$ cat src/dmc_pkg.sv
// Shared constants and types for the direct-mapped cache lookup block.
`timescale 1ns / 1ps

package dmc_pkg;

  // Address and field widths
  localparam int ADDR_W       = 32;
  localparam int OFF_W        = 5;
  localparam int IDXB_W       = 4;
  localparam int CFG_W        = 5;
  localparam int CFG_IDX_W    = 1;
  localparam int LINE_INDEX_W = 10;
  localparam int COUNT_W      = 32;
  localparam int IN_TDATA_W   = 32;
  localparam int OUT_TDATA_W  = 80;
  localparam int OUT_TUSER_W  = 1;

  // Width of the tag shift amount: offset plus index can reach 46
  localparam int SHAMT_W = 6;

  // Reset values of the configuration registers
  localparam logic [OFF_W-1:0]  OFFSET_RESET = 5'd4;
  localparam logic [IDXB_W-1:0] INDEX_RESET  = 4'd6;

  localparam logic [COUNT_W-1:0] COUNT_MAX = {COUNT_W{1'b1}};

  // Default number of lines and queue depth between front and back
  localparam int MAX_LINES_DEF = 1024;
  localparam int Q_DEPTH       = 2;

  // Configuration register indexes
  typedef enum logic [CFG_IDX_W-1:0] {
    REG_OFFSET_BITS = 1'b0,
    REG_INDEX_BITS  = 1'b1
  } cfg_reg_t;

  // Status from the back end to the front end
  typedef struct packed {
    logic clearing;
  } back_status_t;

endpackage

$ cat src/dmc_fifo.sv
// Small FIFO that decouples the address front end from the tag lookup back end.
`timescale 1ns / 1ps

module dmc_fifo #(
  parameter int W = 42
) (
  input  logic         clk,
  input  logic         rst,
  input  logic         push,
  input  logic [W-1:0] push_data,
  output logic         full,
  input  logic         pop,
  output logic         pop_valid,
  output logic [W-1:0] pop_data
);

  localparam int DEPTH = dmc_pkg::Q_DEPTH;
  localparam int PTR_W = (DEPTH > 1) ? $clog2(DEPTH) : 1;
  localparam int CNT_W = $clog2(DEPTH + 1);

  logic [W-1:0]     slots [DEPTH];
  logic [PTR_W-1:0] wr_ptr;
  logic [PTR_W-1:0] rd_ptr;
  logic [CNT_W-1:0] count;

  // Status
  always_comb begin
    full      = (count == CNT_W'(DEPTH));
    pop_valid = (count != '0);
    pop_data  = slots[rd_ptr];
  end

  // Pointers and fill level
  always_ff @(posedge clk) begin
    if (rst) begin
      wr_ptr <= '0;
      rd_ptr <= '0;
      count  <= '0;
    end else begin
      if (push) begin
        wr_ptr <= (wr_ptr == PTR_W'(DEPTH - 1)) ? '0 : wr_ptr + 1'b1;
      end
      if (pop) begin
        rd_ptr <= (rd_ptr == PTR_W'(DEPTH - 1)) ? '0 : rd_ptr + 1'b1;
      end
      if (push && !pop) begin
        count <= count + 1'b1;
      end else if (pop && !push) begin
        count <= count - 1'b1;
      end
    end
  end

  // Storage
  always_ff @(posedge clk) begin
    if (push) begin
      slots[wr_ptr] <= push_data;
    end
  end

endmodule

$ cat config.mk
export PLATFORM = sky130hd
export DESIGN_NAME = dmc_fifo
export DESIGN_NICKNAME = d
export VERILOG_FILES = /design/src/dmc_pkg.sv /design/src/dmc_fifo.sv
export SDC_FILE = /design/constraint.sdc
export NUM_CORES = 1
export LEC_CHECK = 0
export ABC_AREA = 1
export BUFFER_PORTS_ARGS = -buffer_cell sky130_fd_sc_hd__buf_2
export CORE_MARGIN = 3
export CORE_UTILIZATION = 30
export DETAILED_ROUTE_END_ITERATION = 10
export PLACE_DENSITY = 0.53
export SYNTH_ARGS = -nofsm -noshare
export SYNTH_HDL_FRONTEND = slang
export SYNTH_SLANG_ARGS = --single-unit
$ cat constraint.sdc
create_clock -name clk -period 3.3 [get_ports clk]
set_input_delay 0.165 -clock clk [delete_from_list [all_inputs] [get_ports clk]]
set_output_delay 0.165 -clock clk [all_outputs]
set_load 0.03 [all_outputs]
# [Word level (Yosys, flattened, before mapping)]
# Memory sizes are Yosys's and may differ from the RTL's. A register that Yosys moved wholly into a read port is not among the register bits.
# Cells that the tools add are included.
[word_totals] memories=1 mem_bits_rw=84 in_bits=46 register_bits=4
[classes] reduce_logical=6 n_eq_ne=1 n_addsub=4 muxes=8
[mem_list] name="slots" words=2 word_bits=42 read_ports=1 rd_ports_with_merged_regs=1 write_ports=1 line="dmc_fifo.sv:21" text="logic [W-1:0] slots [DEPTH];"
[ops] operator="$mux 1" n=6
[ops] operator="$mux 2" n=2
[ops] operator="$reduce_bool 2->1" n=2
[ops] operator="$add 1x1->1 const B" n=2
[ops] operator="$add 2x1->2 const B" n=1
[ops] operator="$eq 2x2->1 const B" n=1
[ops] operator="$logic_and 1x1->1" n=2
[ops] operator="$logic_not 1->1" n=2
[ops] operator="$sub 2x1->2 const B" n=1

# [Logic depth before layout (Yosys ltp)]
[logic_depth] depth_word=4 ltp_mapped=8

# [Worst setup path before layout]
# OpenSTA, ideal clock, no wires.
[synth_path] path_kind="reg2reg" startpoint="reg wr_ptr" endpoint="mem slots[0][0], enable pin" slack_ps=769 n_path_buf=0 setup_time_ps=442 synth_period_minus_slack_ps=2531 t_arrival_ps=2089 t_required_ps=2858 path_stages_with_launch=2 cell_sequence="dfxtp_1 -> nor2_1"
[synth_lines] item="start, declared" line="dmc_fifo.sv:22" text="logic [PTR_W-1:0] wr_ptr;"
[synth_lines] item="start signal, assigned" line="dmc_fifo.sv:41" text="wr_ptr <= (wr_ptr == PTR_W'(DEPTH - 1)) ? '0 : wr_ptr + 1'b1;"
[synth_lines] item="end, declared" line="dmc_fifo.sv:21"
# No word-level cell before the write port.

==> metrics.cfg <==
[outcome]
status=finished clean

[yosys]
synth_fp_nets=211
synthTopCellsByArea=edfxtp_1 73%, mux2_4 17%, dfxtp_1 2.9%
yosysWarningCount=0
netlist_instances=164
synth_cell_types=16
avgSynthCellArea_um2=21.12
synth-seq-cells=89
synth.largest_area_cell=edfxtp_1
netlist_area_um2=3463
yosysSeqAreaShare_pct=75.72
yosysTopAreaCellShare_pct=72.83

[setup_path]
critPathBufInv=1
critical_path.top_delay_family=flip-flops
path_cells=mux2_2 > buf_2
critPathKind=reg -> out
worst_ep_arrival_time_ps=1840
required_ps=3130
cp_slowest_cell=dfxtp_4
r2r_cells=2
rr_startpoint=wr_ptr
cpPeakStageDelay_ps=870
r2r-end=slots[1][27]
rrSetupSlack_ps=1710
cp-end-kind=primary output
critPathLaunchType=flop
crit_fanout=42

[finish]
drive_gt1_share_pct=56.39
fin_nets=308
area_growth_pct=24.71
diodes=0

[floorplanning]
start_util_pct=31.26
dieArea_um2=12870
ios=90
rows=38
core_um2=11080
die_h_um=113.4
die_w_um=113.4

[cts]
post_cts_resized=0
cts_tree=done
postCtsSetupBuffers=0
cts_inserted_buffers=9
clkTransAtPathRegs_ps=60
hold_buffers=0
clk_path_buf_depth=2
worstSkewPairLatency_ps=330
cts.sinks=89
htreeDepth=3
cts_root_buf=clkbuf_16

[route]
routed_via_density=4.204
drt-total-wl_um=5677
initialDrtViolationCount=59
firstDrtPassIters=4
avgRoutedWirePerCell_um=13.98
vias=1707
antenna_left=0
drc=0

[timing]
timing.final.hold_violations=0
setup_violations=0
tightest_slew_ps=986.7
fmax_mhz=498.6
finalCriticalPeriod_ps=2005
finalSetupTns_ps=0
setup_ws_ps=1295
clock_skew_ps=6.189
relSlewSlack_pct=34.13
grt_setup_unrepaired=no
min_period_over_period_pct=60.77
slew_violations=0

[grt]
antenna_found_initial=0
grt.busiest_layer=met2
met1_usage_pct=10.20
grt_max_degree=44
grt_pass1_wl_um=8866
grt_pass1_vias=1817
grt-ovfl-total=0
grt_use_met2_pct=15.84
grt_usage_pct=9.387
gr-usage-met3_pct=2.971

[placement]
dp_hpwl_um=3788
gp_congestion=0.6415
place_ws_ps=1634
port_buffers=89

[power_and_ir_drop]
peakVddDrop_mv=0.2587
p_per_area_nw_per_um2=627.6
total_power_w=0.002711
power_leakage_nw=1.738

[worst_hold_path]
hold_end=slots[1][7]
worstHoldPathCells=1
worstHoldPathType=in -> reg
hold_start=push_data[7]

[job]
maxCapViolCount=0

## registers in the layout, summed over array words and instances (netlist names), named ones only
name / count
wr_ptr: 1
slots: 84
rd_ptr: 1
count: 2
## worst max-delay path by stage
stage / depth (start not counted) / end / from
after floorplan: 1 / slots[0][0] / wr_ptr
after global placement: 2 / pop_data[21] / flop
after detailed placement: 2 / pop_data[21] / flop
after CTS: 2 / pop_data[21] / flop
after global routing: 2 / pop_data[21] / flop
final: 2 / pop_data[22] / flop
## per-layer routing
metal | share of wire [%] | vias to the layer above
met5 | 0 | -
met4 | 2.8 | 0
met3 | 6.6 | 12
met2 | 51 | 54
met1 | 39 | 823
li1 | - | 818
## power breakdown
group | internal, W | leakage (nW) | switching, W
Sequential | 0.00131 | 0.831 | 0.0000434
Combinational | 0.000152 | 0.758 | 0.000202
Clock | 0.000625 | 0.150 | 0.000383
Total | 0.00208 | 1.74 | 0.000628
## cells in the final DEF, fill, tap and decap left out
master,count
mux2_4,40
nor2_4,1
nand3_1,1
dfxtp_1,4
buf_2,89
dfxtp_4,1
buf_4,2
clkbuf_1,2
xnor2_1,1
nand4_1,1
mux2_2,2
ha_1,1
edfxtp_1,84
inv_1,8
inv_2,1
clkbuf_8,2
bufinv_16,1
a21oi_1,1
nor3_1,1
nor2_1,5
clkinv_2,2
o21ai_0,1
nand2_1,6
clkbuf_16,9
## final cells by class
type                       count  area [µm²]
clock buffer                  13       260.3
inverter                       9       33.78
clock inverter                 3       40.04
timing repair buffer          91       460.4
fill                        1077        6759
multi-input combinational     61       723.2
sequential                    89        2626
tap                          140       175.2
## stage by stage
stage / cell area (µm²) / util [%] / hold slack (ps) / instances
final: 4319 / 38.99 / 15.69 / 406
after global routing: 4319 / 38.99 / 5.114 / 406
after CTS: 4319 / 38.99 / 0.8669 / 406
after detailed placement: 4019 / 36.28 / 358.0 / 390
after global placement: 4019 / 36.28 / 354.4 / 390
after floorplan: 3463 / - / 237.4 / 164
## cells in the mapped netlist
cell type	instances
buf_12	4
dfxtp_1	5
nor2_1	6
nand4_1	1
inv_1	9
mux2_2	2
edfxtp_1	84
buf_6	1
a21oi_1	1
nand2_1	6
nand3_1	1
mux2_4	40
ha_1	1
nor3_1	1
xnor2_1	1
o21ai_0	1
## worst register-to-register path: cells and delay by family (launching register included)
family	cells	cell delay, ps
buffers and inverters	1	710
DFF	1	390
and+or+nand+nor	1	80
## cells by family after synthesis
kind of cell	synth area share, %
compound gates	0.2887
xor+xnor	0.2529
fa+ha+maj	0.3612
buf+inv	3.613
flops	75.72
mux	17.99
simple gates	1.770
Power figures use the tool's default switching activity.
