$ cat src/dmc_pkg.sv
// Shared constants and types for the direct-mapped cache lookup block.
`timescale 1ns / 1ps

package dmc_pkg;

  // Address and field widths
  localparam int ADDR_W       = 32;
  localparam int OFF_W        = 5;
  localparam int IDXB_W       = 4;
  localparam int CFG_W        = 5;
  localparam int CFG_IDX_W    = 1;
  localparam int LINE_INDEX_W = 10;
  localparam int COUNT_W      = 32;
  localparam int IN_TDATA_W   = 32;
  localparam int OUT_TDATA_W  = 80;
  localparam int OUT_TUSER_W  = 1;

  // Width of the tag shift amount: offset plus index can reach 46
  localparam int SHAMT_W = 6;

  // Reset values of the configuration registers
  localparam logic [OFF_W-1:0]  OFFSET_RESET = 5'd4;
  localparam logic [IDXB_W-1:0] INDEX_RESET  = 4'd6;

  localparam logic [COUNT_W-1:0] COUNT_MAX = {COUNT_W{1'b1}};

  // Default number of lines and queue depth between front and back
  localparam int MAX_LINES_DEF = 1024;
  localparam int Q_DEPTH       = 2;

  // Configuration register indexes
  typedef enum logic [CFG_IDX_W-1:0] {
    REG_OFFSET_BITS = 1'b0,
    REG_INDEX_BITS  = 1'b1
  } cfg_reg_t;

  // Status from the back end to the front end
  typedef struct packed {
    logic clearing;
  } back_status_t;

endpackage

$ cat src/dmc_front.sv
// Front end: holds the split configuration, accepts addresses, splits them into index and tag.
`timescale 1ns / 1ps

module dmc_front #(
  parameter int MAX_LINES = dmc_pkg::MAX_LINES_DEF
) (
  input  logic                             clk,
  input  logic                             rst,
  input  logic                             cfg_we,
  input  logic [dmc_pkg::CFG_IDX_W-1:0]    cfg_index,
  input  logic [dmc_pkg::CFG_W-1:0]        cfg_data,
  input  logic                             s_tvalid,
  output logic                             s_tready,
  input  logic [dmc_pkg::IN_TDATA_W-1:0]   s_tdata,
  input  dmc_pkg::back_status_t            status,
  input  logic                             q_full,
  output logic                             q_push,
  output logic [dmc_pkg::ADDR_W+((($clog2(MAX_LINES+1)-1) > 0) ?
                ($clog2(MAX_LINES+1)-1) : 1)-1:0] q_data
);

  localparam int MIB = $clog2(MAX_LINES + 1) - 1;
  localparam int AW  = (MIB > 0) ? MIB : 1;

  logic [dmc_pkg::OFF_W-1:0]   offset_bits;
  logic [dmc_pkg::IDXB_W-1:0]  index_bits;

  logic [dmc_pkg::ADDR_W-1:0]  addr;
  logic [dmc_pkg::OFF_W-1:0]   ib;
  logic [dmc_pkg::ADDR_W-1:0]  idx_mask;
  logic [dmc_pkg::ADDR_W-1:0]  idx_full;
  logic [dmc_pkg::ADDR_W-1:0]  tag;
  logic [dmc_pkg::SHAMT_W-1:0] tag_shift;

  // Configuration registers
  always_ff @(posedge clk) begin
    if (rst) begin
      offset_bits <= dmc_pkg::OFFSET_RESET;
      index_bits  <= dmc_pkg::INDEX_RESET;
    end else if (cfg_we) begin
      case (dmc_pkg::cfg_reg_t'(cfg_index))
        dmc_pkg::REG_OFFSET_BITS: offset_bits <= cfg_data;
        dmc_pkg::REG_INDEX_BITS:  index_bits  <= cfg_data[dmc_pkg::IDXB_W-1:0];
        default: ;
      endcase
    end
  end

  // Split the address: clamp the index width to the lines that exist
  always_comb begin
    addr = s_tdata[dmc_pkg::ADDR_W-1:0];
    if ({1'b0, index_bits} > dmc_pkg::OFF_W'(MIB)) begin
      ib = dmc_pkg::OFF_W'(MIB);
    end else begin
      ib = {1'b0, index_bits};
    end
    idx_mask  = ~({dmc_pkg::ADDR_W{1'b1}} << ib);
    idx_full  = (addr >> offset_bits) & idx_mask;
    tag_shift = dmc_pkg::SHAMT_W'(offset_bits) + dmc_pkg::SHAMT_W'(ib);
    tag       = addr >> tag_shift;
  end

  // Accept while the back end is not clearing and the queue has room
  always_comb begin
    s_tready = !status.clearing && !q_full;
    q_push   = s_tvalid && s_tready;
    q_data   = {tag, idx_full[AW-1:0]};
  end

endmodule

$ cat config.mk
export PLATFORM = sky130hd
export DESIGN_NAME = dmc_front
export DESIGN_NICKNAME = d
export VERILOG_FILES = /design/src/dmc_pkg.sv /design/src/dmc_front.sv
export SDC_FILE = /design/constraint.sdc
export NUM_CORES = 1
export LEC_CHECK = 0
export BUFFER_PORTS_ARGS = -buffer_cell sky130_fd_sc_hd__buf_2
export CAP_MARGIN = 20
export CORE_MARGIN = 2
export CORE_UTILIZATION = 55
export CTS_CLUSTER_DIAMETER = 60
export DETAILED_ROUTE_END_ITERATION = 8
export PLACE_DENSITY = 0.89
export SYNTH_ARGS = -nofsm -noshare
export SYNTH_HDL_FRONTEND = slang
export SYNTH_SLANG_ARGS = --single-unit
$ cat constraint.sdc
create_clock -name clk -period 4.85 [get_ports clk]
set_input_delay 0.7275 -clock clk [delete_from_list [all_inputs] [get_ports clk]]
set_output_delay 0.7275 -clock clk [all_outputs]
set_load 0.01 [all_outputs]
* Word-level counts from Yosys, hierarchy flattened
Cells that the tools add are included.
** Storage, ports and cells
- Output and inout port bits :: 44
- Register bits after elaboration :: 9
- Input bits :: 44
** Operators by class
- Bitwise operators :: 3
- Muxes and demuxes :: 1
- $lt $le $gt $ge :: 1
- Reductions and logical operators :: 6
- Add/sub/neg operators :: 1
- Shifts and indexed selects :: 3
** Operator list (number)
- $shl 32x4->10 const A :: 1
- $shr 32x5->10 :: 1
- $shr 32x6->32 :: 1
- $and 10x10->10 :: 1
- $not 10->10 :: 1
- $add 5x5->6 :: 1
- $gt 4x4->1 const B :: 1
- $mux 4 :: 1
- $reduce_and 2->1 :: 2
- $logic_and 1x1->1 :: 2
- $logic_not 1->1 :: 2
- $not 1->1 :: 1

* Longest topological paths before layout
Gate-level depths: netlist of run 1.
- Depth in word-level cells :: 5
- Gate-level depth with buffers :: 13
- Depth with buffers taken out :: 11

* Worst setup path after synthesis of run 1
OpenSTA, ideal clock, no wires.
- Path type :: flip-flop to output port
- Start point :: reg offset_bits[1] in the netlist's numbering
- End point :: out q_data[16] in the netlist's numbering
- Arrival :: 3558 ps
- Stages on the path, launching flop included :: 12
- Path buffers :: 5
- Required time :: 4123 ps
- Slack :: 564 ps
- Cell sequence :: dfxtp_1 > buf_2 > buf_2 > buf_2 > inv_1 > fa_1 > clkbuf_1 > clkbuf_1 > mux4_1 > mux2i_1 > o22ai_1 > o22a_1
** RTL lines
- start: declaration :: RTL line dmc_front.sv:25 : logic [dmc_pkg::OFF_W-1:0] offset_bits;
- start signal: assignment :: RTL line dmc_front.sv:38 : offset_bits <= dmc_pkg::OFFSET_RESET;
- start signal: assignment :: RTL line dmc_front.sv:42 : dmc_pkg::REG_OFFSET_BITS: offset_bits <= cfg_data;
- end: declaration :: RTL line dmc_front.sv:19 : ($clog2(MAX_LINES+1)-1) : 1)-1:0] q_data

==> results of run 1 <==
-- worst min-delay path by stage --
| stage | endpoint | from | depth (start not counted) |
|---|---|---|---|
| after floorplan | index_bits[0] | index_bits[0] | 2 |
| after global placement | index_bits[0] | index_bits[0] | 2 |
| after detailed placement | index_bits[0] | index_bits[0] | 2 |
| after CTS | index_bits[0] | index_bits[0] | 2 |
| after global routing | index_bits[0] | index_bits[0] | 2 |
| final | index_bits[0] | index_bits[0] | 2 |
-- registers in the layout (all words and copies together), names as in the netlist --
| register | flops |
|---|---|
| offset_bits | 5 |
| index_bits | 4 |
-- critical path, cell delays in order, from the launching register on --
cell,delay [ns]
dfxtp_1,0.39
o21ai_2,0.26
and2_2,0.19
ha_1,0.18
inv_1,0.07
fa_1,0.49
nand2b_1,0.18
a2111oi_0,0.41
mux2i_1,0.18
or2_1,0.40
or4_1,0.54
o221ai_1,0.08
buf_2,0.16
-- kinds of logic (layout without fill, tap and decap cells) --
family,Yosys count,in the layout
AOI/OAI and AO/OA,98,98
and+or+nand+nor,148,148
DFF,9,9
adders and majority gates,5,5
muxes,107,107
xor gates and xnor gates,4,4
buffers and inverters,54,114
-- placed cells by master (no fill, tap or decap), types with 4 or more instances in the layout --
cell type  netlist  final
o21ai_0         12     12
mux4_2          31     31
o221ai_1         4      4
a221oi_1         7      7
nor2_1          34     34
a211o_1          4      4
or3_1            4      4
ha_1             4      4
mux2_2          13     13
a21oi_1         33     33
nand3_1         20     20
buf_4            0     11
nor2b_1          6      6
mux2i_1         46     46
and3_1           7      7
nor3_1           4      4
o211ai_1         7      7
nand2_1         49     49
nand4_1          5      5
and2_1           8      8
buf_2            6     87
dfxtp_1          9      8
inv_1           10     10
a211oi_1         5      5
mux4_1          17     17
-- cell type report --
type                       instances  area, sq um
multi-input combinational        362         3253
fill                             562         2576
timing repair buffer              98        518.0
sequential                         9        181.4
tap                               80        100.1
clock buffer                       4        45.04
inverter                          12        45.04
-- layer usage --
metal	vias up	global-route usage (%)	share of wire [%]	wire length, um
met5	-	0	0	0
met1	1907	40.80	39	4516
met3	34	7.810	11	1284
li1	1792	-	-	-
met4	0	6.534	2.0	235
met2	266	50.31	48	5626
-- where the power goes --
part	leakage (nW)	total, mW	switching (mW)	internal (mW)
Combinational	1.65	0.780	0.444	0.336
Sequential	0.0744	0.0888	0.0105	0.0783
Clock	0.0228	0.0915	0.0339	0.0576
Total	1.75	0.960	0.489	0.472
==> flow_metrics.tcl, run 1 <==
set metrics [dict create \
    status "finished, final reports clean" \
    holdWs_ns 0.5608 \
    ys.flop_type "dfxtp_1" \
    pre_cts_slack_ns 0.6313 \
    core_sq_um 6719 \
    antenna_cells 0 \
    rrSetupSlack_ns 3.32 \
    post_drt_wl_per_cell_um 20.64 \
    crit_type "reg -> out" \
    postCtsHoldBufs 0 \
    cts_made_buffers 3 \
    synth_nets 474 \
    r2r_cells 2 \
    power_mw 0.9604 \
    worst_slack_ns 0.3462 \
    r2r-end "offset_bits[2]" \
    synth_edf_count 0 \
    syn_area_per_cell_sq_um 8.873 \
    setup.worst_path.start "index_bits[2]" \
    fin_worst_skew_ns 0 \
    synth_most_common_cell "nand2_1" \
    io_pins 88 \
    cp-endpoint "q_data[10]" \
    synth_top_family_by_area "multiplexers" \
    crit_required_ns 4.12 \
    postCtsResizedCells 0 \
    yosysSeqAreaShare_pct 4.778 \
    antenna_found_initial 0 \
    cts_buffer_depth 2 \
    dp_hpwl_um 8972 \
    grt_use_total_pct 30.58 \
    start_kind "flop" \
    cp_data_arrival_time_ns 3.78 \
    clk_pin_slew_worst_paths_ns 0.04 \
    dr.pass1.iters 5 \
    yosysWarnings 0 \
    setup_viol 0 \
    vias_per_cell 7.078 \
    drc_errors 0 \
    rsz0062_at_grt "false" \
    drtAntennaViolNets 0 \
    grt_pass1_vias 3605 \
    synth_top_area_share_pct 18.51 \
    leakagePower_nw 1.750 \
    num_rows 30 \
    synthMuxAreaShare_pct 46.45 \
    nets 535 \
    report.final.slew_viol_count 0 \
    period_minus_slack_ns 4.504 \
    netlist_area_sq_um 3771 \
    max_freq_ghz 0.2220 \
    fp.dieArea_sq_um 7535 \
    ir_worst_vdd_mv 0.08390 \
    insertion_delay_ns 0.24 \
    async_flop_share_pct 0 \
    htreeDepth 1 \
    tns_ns 0 \
    drive_gt1_share_pct 32.37 \
    gr-total-overflow 0 \
    cp_max_fo 11 \
    hp-class "reg -> reg" \
    grt_max_degree 38 \
    ys_ff_latch 9 \
    die_h_um 86.81 \
    synth_adder_area_share_pct 1.858 \
    worstMarginPinSlew_ns 0.8762 \
    post-cts-setup-buffers 0 \
    fin_crit_sh_pct 92.86 \
    timing.rr.start "offset_bits[2]" \
    yosys-top-cells-count "nand2_1, mux2i_1, nor2_1, a21oi_1, mux4_2" \
    synth.distinct_cells 62 \
    relSlewSlack_pct 41.16 \
    final_core_util_pct 61.66 \
    hold_violations 0 \
    yosysTopAreaCell "mux4_2" \
    gp_congestion 0.9879 \
    placed_area_sq_um 4098 \
    via_count 3999 \
    clock_sinks 9 \
    synth-compound-area-share_pct 18.31 \
    cap_violations 0 \
    synthCells 425 \
    synth_simple_gate_area_share_pct 18.51 \
    final_cell_area_sq_um 4143 \
    cts_tree "yes" \
    synth_xor_area_share_pct 0.9290 \
    powerDensity_nw_per_um2 231.8 \
    start_util_pct 56.13 \
    drtIter0Drc 350 \
    dp_cells 561 \
    grt_pass1_wl_um 18370 \
    critPathCaptureType "primary output" \
    portBuffers 87 \
    fin_cells 565 \
    die_w_um 86.81 \
    area_growth_pct 9.854 \
    drt_wl_total_um 11660 \
    netlist_top_cells_area "mux4_2, mux2i_1, mux4_1" \
    root_buffer "clkbuf_8" \
]
Power figures use the tool's default switching activity.
==> inputs of run 2 (changes only) <==
--- a/config.mk
+++ b/config.mk
@@ -8,10 +8,10 @@
 export BUFFER_PORTS_ARGS = -buffer_cell sky130_fd_sc_hd__buf_2
 export CAP_MARGIN = 20
 export CORE_MARGIN = 2
-export CORE_UTILIZATION = 55
+export CORE_UTILIZATION = 52
 export CTS_CLUSTER_DIAMETER = 60
 export DETAILED_ROUTE_END_ITERATION = 8
-export PLACE_DENSITY = 0.89
+export PLACE_DENSITY = 0.86
 export SYNTH_ARGS = -nofsm -noshare
 export SYNTH_HDL_FRONTEND = slang
 export SYNTH_SLANG_ARGS = --single-unit
==> run 2 against run 1 <==
Against the previous run:
- via count up 1.2%
- design area grew 0.76%
- first-iteration DRC count rose by 22%
- non-clock buffer count rose by 1
- count of clock-buffer cells in the layout did not move
- total power fell by 0.73%
- clock power fell by 2.6%
- critical endpoint unchanged
- largest cell class unchanged
- highest routed layer unchanged
==> flow_metrics.tcl, run 2 (synthesis gave the netlist of run 1 again) <==
set metrics [dict create \
    status "finished, final reports clean" \
    htreeDepth 1 \
    drtIter0Drc 427 \
    antenna_found_initial 0 \
    layout_commonest_cell "buf_2" \
    fin_cells 585 \
    fin_worst_skew_ns 0 \
    start_kind "flop" \
    gr-total-overflow 0 \
    dr.pass1.iters 5 \
    largest_reg_flops 5 \
    crit_required_ns 4.12 \
    die_h_um 89.16 \
    crit_type "reg -> out" \
    portBuffers 87 \
    dp_hpwl_um 9283 \
    gp_congestion 0.9929 \
    clk_pin_slew_worst_paths_ns 0.05 \
    die_w_um 89.16 \
    num_rows 31 \
    max_freq_ghz 0.2195 \
    grt_pass1_vias 3569 \
    relSlewSlack_pct 36.87 \
    hold_violations 0 \
    io_pins 88 \
    cts_buffer_depth 2 \
    cap_violations 0 \
    most-common-layout-cells "buf_2, nand2_1, mux2i_1" \
    timing.rr.start "offset_bits[2]" \
    regMostFlops "offset_bits" \
    clock_sinks 9 \
    cts_made_buffers 3 \
    cp_data_arrival_time_ns 3.83 \
    antenna_cells 0 \
    report.final.slew_viol_count 0 \
    core_sq_um 7137 \
    post_drt_wl_per_cell_um 20.51 \
    ir_worst_vdd_mv 0.09739 \
    drtAntennaViolNets 0 \
    top_regs "offset_bits (5), index_bits (4)" \
    vias_per_cell 6.920 \
    postCtsResizedCells 0 \
    drc_errors 0 \
    worstMarginPinSlew_ns 0.9402 \
    grt_pass1_wl_um 18580 \
    setup_viol 0 \
    fin_crit_sh_pct 93.94 \
    start_util_pct 52.84 \
    nets 536 \
    worstHoldStart "index_bits[0]" \
    hp-class "reg -> reg" \
    insertion_delay_ns 0.24 \
    via_count 4048 \
    rsz0062_at_grt "false" \
    nFillCells 648 \
    tns_ns 0 \
    drive_gt1_share_pct 32.51 \
    fp.dieArea_sq_um 7950 \
    dp_cells 580 \
    powerDensity_nw_per_um2 228.4 \
    cp_max_fo 11 \
    drt_wl_total_um 12000 \
    grt_use_total_pct 29.64 \
    post-cts-setup-buffers 0 \
    grt_max_degree 38 \
    critPathCaptureType "primary output" \
    area_growth_pct 10.68 \
    leakagePower_nw 1.756 \
    postCtsHoldBufs 0 \
    period_minus_slack_ns 4.556 \
    cts_tree "yes" \
    root_buffer "clkbuf_8" \
    setup.worst_path.start "index_bits[2]" \
]
run 2: cell count changes in the layout (fill, tap and decap cells not counted), sizes merged:
cell,change
buf,+1
run 2: routing by layer:
| layer | vias up | share of wire [%] | global-route usage (%) |
|---|---|---|---|
| met3 | 54 | 9.8 | 3.693 |
| met2 | 300 | 49 | 48.89 |
| met5 | - | 0 | 0 |
| li1 | 1799 | - | - |
| met1 | 1895 | 38 | 41.99 |
| met4 | 0 | 3.1 | 6.377 |
run 2: power breakdown:
part | internal [mW] | switching (mW)
clock | 0.0574 | 0.0316
combinational | 0.336 | 0.441
sequential | 0.0783 | 0.00891
run 2: layout make-up:
type	instances	area, sq um	area share [%]
clock buffers	4	45.04	1.079
well taps	99	123.9	2.968
inverters	12	45.04	1.079
repair buffers	99	525.5	12.59
flip-flops and latches	9	181.4	4.347
multi-input cells	362	3253	77.94
run 2: worst paths after layout:
path | endpoint | slack [ns] | depth (start not counted)
setup reg to reg | offset_bits[2] | 3.34 | 2
hold / removal | index_bits[0] | 0.62 | 2
setup / recovery | q_data[10] | 0.29 | 12
hold reg to reg | index_bits[0] | 0.62 | 2
run 2: worst max-delay path, cell delays in order, from the launching register on:
cell and delay, ns:
dfxtp_1 0.40, o21ai_2 0.27, and2_2 0.18, ha_1 0.18, inv_1 0.07, fa_1 0.49
nand2b_1 0.18, a2111oi_0 0.40, mux2i_1 0.20, or2_1 0.39, or4_1 0.56, o221ai_1 0.10
buf_2 0.17
run 2: through the flow:
stage	setup slack (ns)	utilization, %	hold slack (ns)	total power, mW	instance area (sq um)
floorplan	0.5641	-	0.5026	0.6347	3771
global placement	0.7641	57.75	0.5365	0.8310	4121
detailed placement	0.6103	57.75	0.6018	0.8441	4121
CTS	0.3506	58.38	0.6126	0.9335	4167
global route	0.1080	58.49	0.6423	1.010	4174
finish	0.2940	58.49	0.6151	0.9534	4174
==> inputs of run 3 (changes only) <==
--- a/config.mk
+++ b/config.mk
@@ -11,6 +11,7 @@
 export CORE_UTILIZATION = 52
 export CTS_CLUSTER_DIAMETER = 60
 export DETAILED_ROUTE_END_ITERATION = 8
+export GPL_TIMING_DRIVEN = 0
 export PLACE_DENSITY = 0.86
 export SYNTH_ARGS = -nofsm -noshare
 export SYNTH_HDL_FRONTEND = slang
==> run 3 against run 2 <==
Against the previous run:
- non-clock buffer count increased by 28
- maximum frequency decreased by 2.2%
- utilization increased by 3.1 points
- sequential cell count unchanged
- sequential power down 7.2%
- die area stayed put
- clock skew unchanged
- sequential share of layout area shrank 0.24 points
- worst hold slack worse by 0.025 ns
- count of clock-buffer cells in the layout stayed put
- critical path type unchanged
- largest power group unchanged
==> flow_metrics.tcl, run 3 (synthesis gave the netlist of run 1 again) <==
set metrics [dict create \
    setup_viol 0 \
    layout_commonest_cell "buf_2" \
    crit_slowest_cell "fa_2" \
    die_w_um 89.16 \
    period_minus_slack_ns 4.658 \
    fin_worst_skew_ns 0 \
    ir_worst_vdd_mv 0.1045 \
    insertion_delay_ns 0.24 \
    io_pins 88 \
    fin_cells 613 \
    cap_violations 0 \
    drt_wl_total_um 13420 \
    grt_max_degree 11 \
    antenna_cells 0 \
    htreeDepth 1 \
    largest_reg_flops 5 \
    dp_hpwl_um 10700 \
    drtAntennaViolNets 0 \
    grt_pass1_vias 3800 \
    vias_per_cell 6.982 \
    status "finished, final reports clean" \
    cp_max_fo 10 \
    final_core_util_pct 61.54 \
    fin_crit_sh_pct 96.03 \
    area_growth_pct 16.46 \
    rrSetupSlack_ns 3.24 \
    report.final.slew_viol_count 0 \
    rsz0062_at_grt "false" \
    hp-class "reg -> reg" \
    clock_sinks 9 \
    dr.pass1.iters 6 \
    via_count 4280 \
    worstMarginPinSlew_ns 0.7188 \
    drc_errors 0 \
    start_kind "flop" \
    most-common-layout-cells "buf_2, nand2_1, mux2i_1" \
    portBuffers 86 \
    clk_pin_slew_worst_paths_ns 0.05 \
    postCtsHoldBufs 0 \
    cpPeakStageDelay_ns 0.71 \
    relSlewSlack_pct 51.74 \
    holdWs_ns 0.5904 \
    cts_made_buffers 3 \
    cts_buffer_depth 2 \
    max_freq_ghz 0.2147 \
    leakagePower_nw 1.855 \
    cp_data_arrival_time_ns 3.93 \
    nets 564 \
    gr-total-overflow 0 \
    grt_use_total_pct 33.16 \
    num_rows 31 \
    dp_cells 610 \
    gp_congestion 1.029 \
    critical-path-top-delay-family "buffers and inverters" \
    antenna_found_initial 0 \
    start_util_pct 52.84 \
    core_sq_um 7137 \
    final_cell_area_sq_um 4392 \
    fp.dieArea_sq_um 7950 \
    critPathCaptureType "primary output" \
    die_h_um 89.16 \
    drive_gt1_share_pct 32.49 \
    crit_required_ns 4.12 \
    post_drt_wl_per_cell_um 21.89 \
    cts_tree "yes" \
    powerDensity_nw_per_um2 228.2 \
    drtIter0Drc 523 \
    crit_buf_inv 6 \
    grt_pass1_wl_um 20110 \
    placed_area_sq_um 4325 \
    cp_cell_sequence "clkbuf_4 > buf_4 > buf_2 > inv_1 > fa_2 > clkbuf_4 > mux4_1 > mux2i_1 > o22ai_1 > o22a_1 > buf_2" \
    top_regs "offset_bits (5), index_bits (4)" \
    regMostFlops "offset_bits" \
    root_buffer "clkbuf_8" \
    crit_type "reg -> out" \
    hold_violations 0 \
]
-- run 3: layout make-up --
class                      instances  area, sq um
buffer                            41        307.8
clock buffer                       4        45.04
fill                             648         2745
inverter                          12        48.80
multi-input combinational        362         3256
sequential                         9        180.2
tap                               99        123.9
timing repair buffer              86        430.4
-- run 3: path summary, 6_finish.rpt --
| kind | cells after the start | end | startpoint |
|---|---|---|---|
| max | 11 | q_data[16] | offset_bits[1] |
| min | 2 | index_bits[0] | index_bits[0] |
| max reg2reg | 7 | offset_bits[1] | offset_bits[1] |
| min reg2reg | 2 | index_bits[0] | index_bits[0] |
-- run 3: repair_timing --
item                       in CTS  in global routing
hold endpoints to repair        0                  0
gates resized for setup         3                  8
setup buffers                   0                  0
setup endpoints to repair      19                 25
cloned                          0                  0
-- run 3: through the flow --
| stage | worst slack (ns) | power, mW | TNS (ns) |
|---|---|---|---|
| global placement | -0.1043 | 0.8808 | -0.5258 |
| detailed placement | -0.1926 | 0.8881 | -1.436 |
| finish | 0.1923 | 1.002 | 0 |
| global route | 0.02712 | 1.060 | 0 |
| floorplan | 0.5641 | 0.6347 | 0 |
| CTS | -0.007514 | 0.9791 | -0.007514 |
-- run 3: routing by layer --
metal	routed length, um	global-route usage, %	part of all wire, %
met1	5365	49.06	40
met2	6302	50.10	47
met3	1507	6.556	11
met4	243	8.141	1.8
met5	0	0	0
-- run 3: worst register-to-register path: cells and delay by family (launching register included) --
family          cells  cell delay, ns
compound gates      1            0.05
buf+inv             4            0.95
flops               1            0.34
simple gates        2            0.21
-- run 3: report_power, final --
part	total [mW]	internal (mW)	switching [mW]
registers	0.0810	0.0782	0.00281
logic	0.831	0.362	0.470
clock network	0.0900	0.0575	0.0325
total	1.00	0.497	0.505
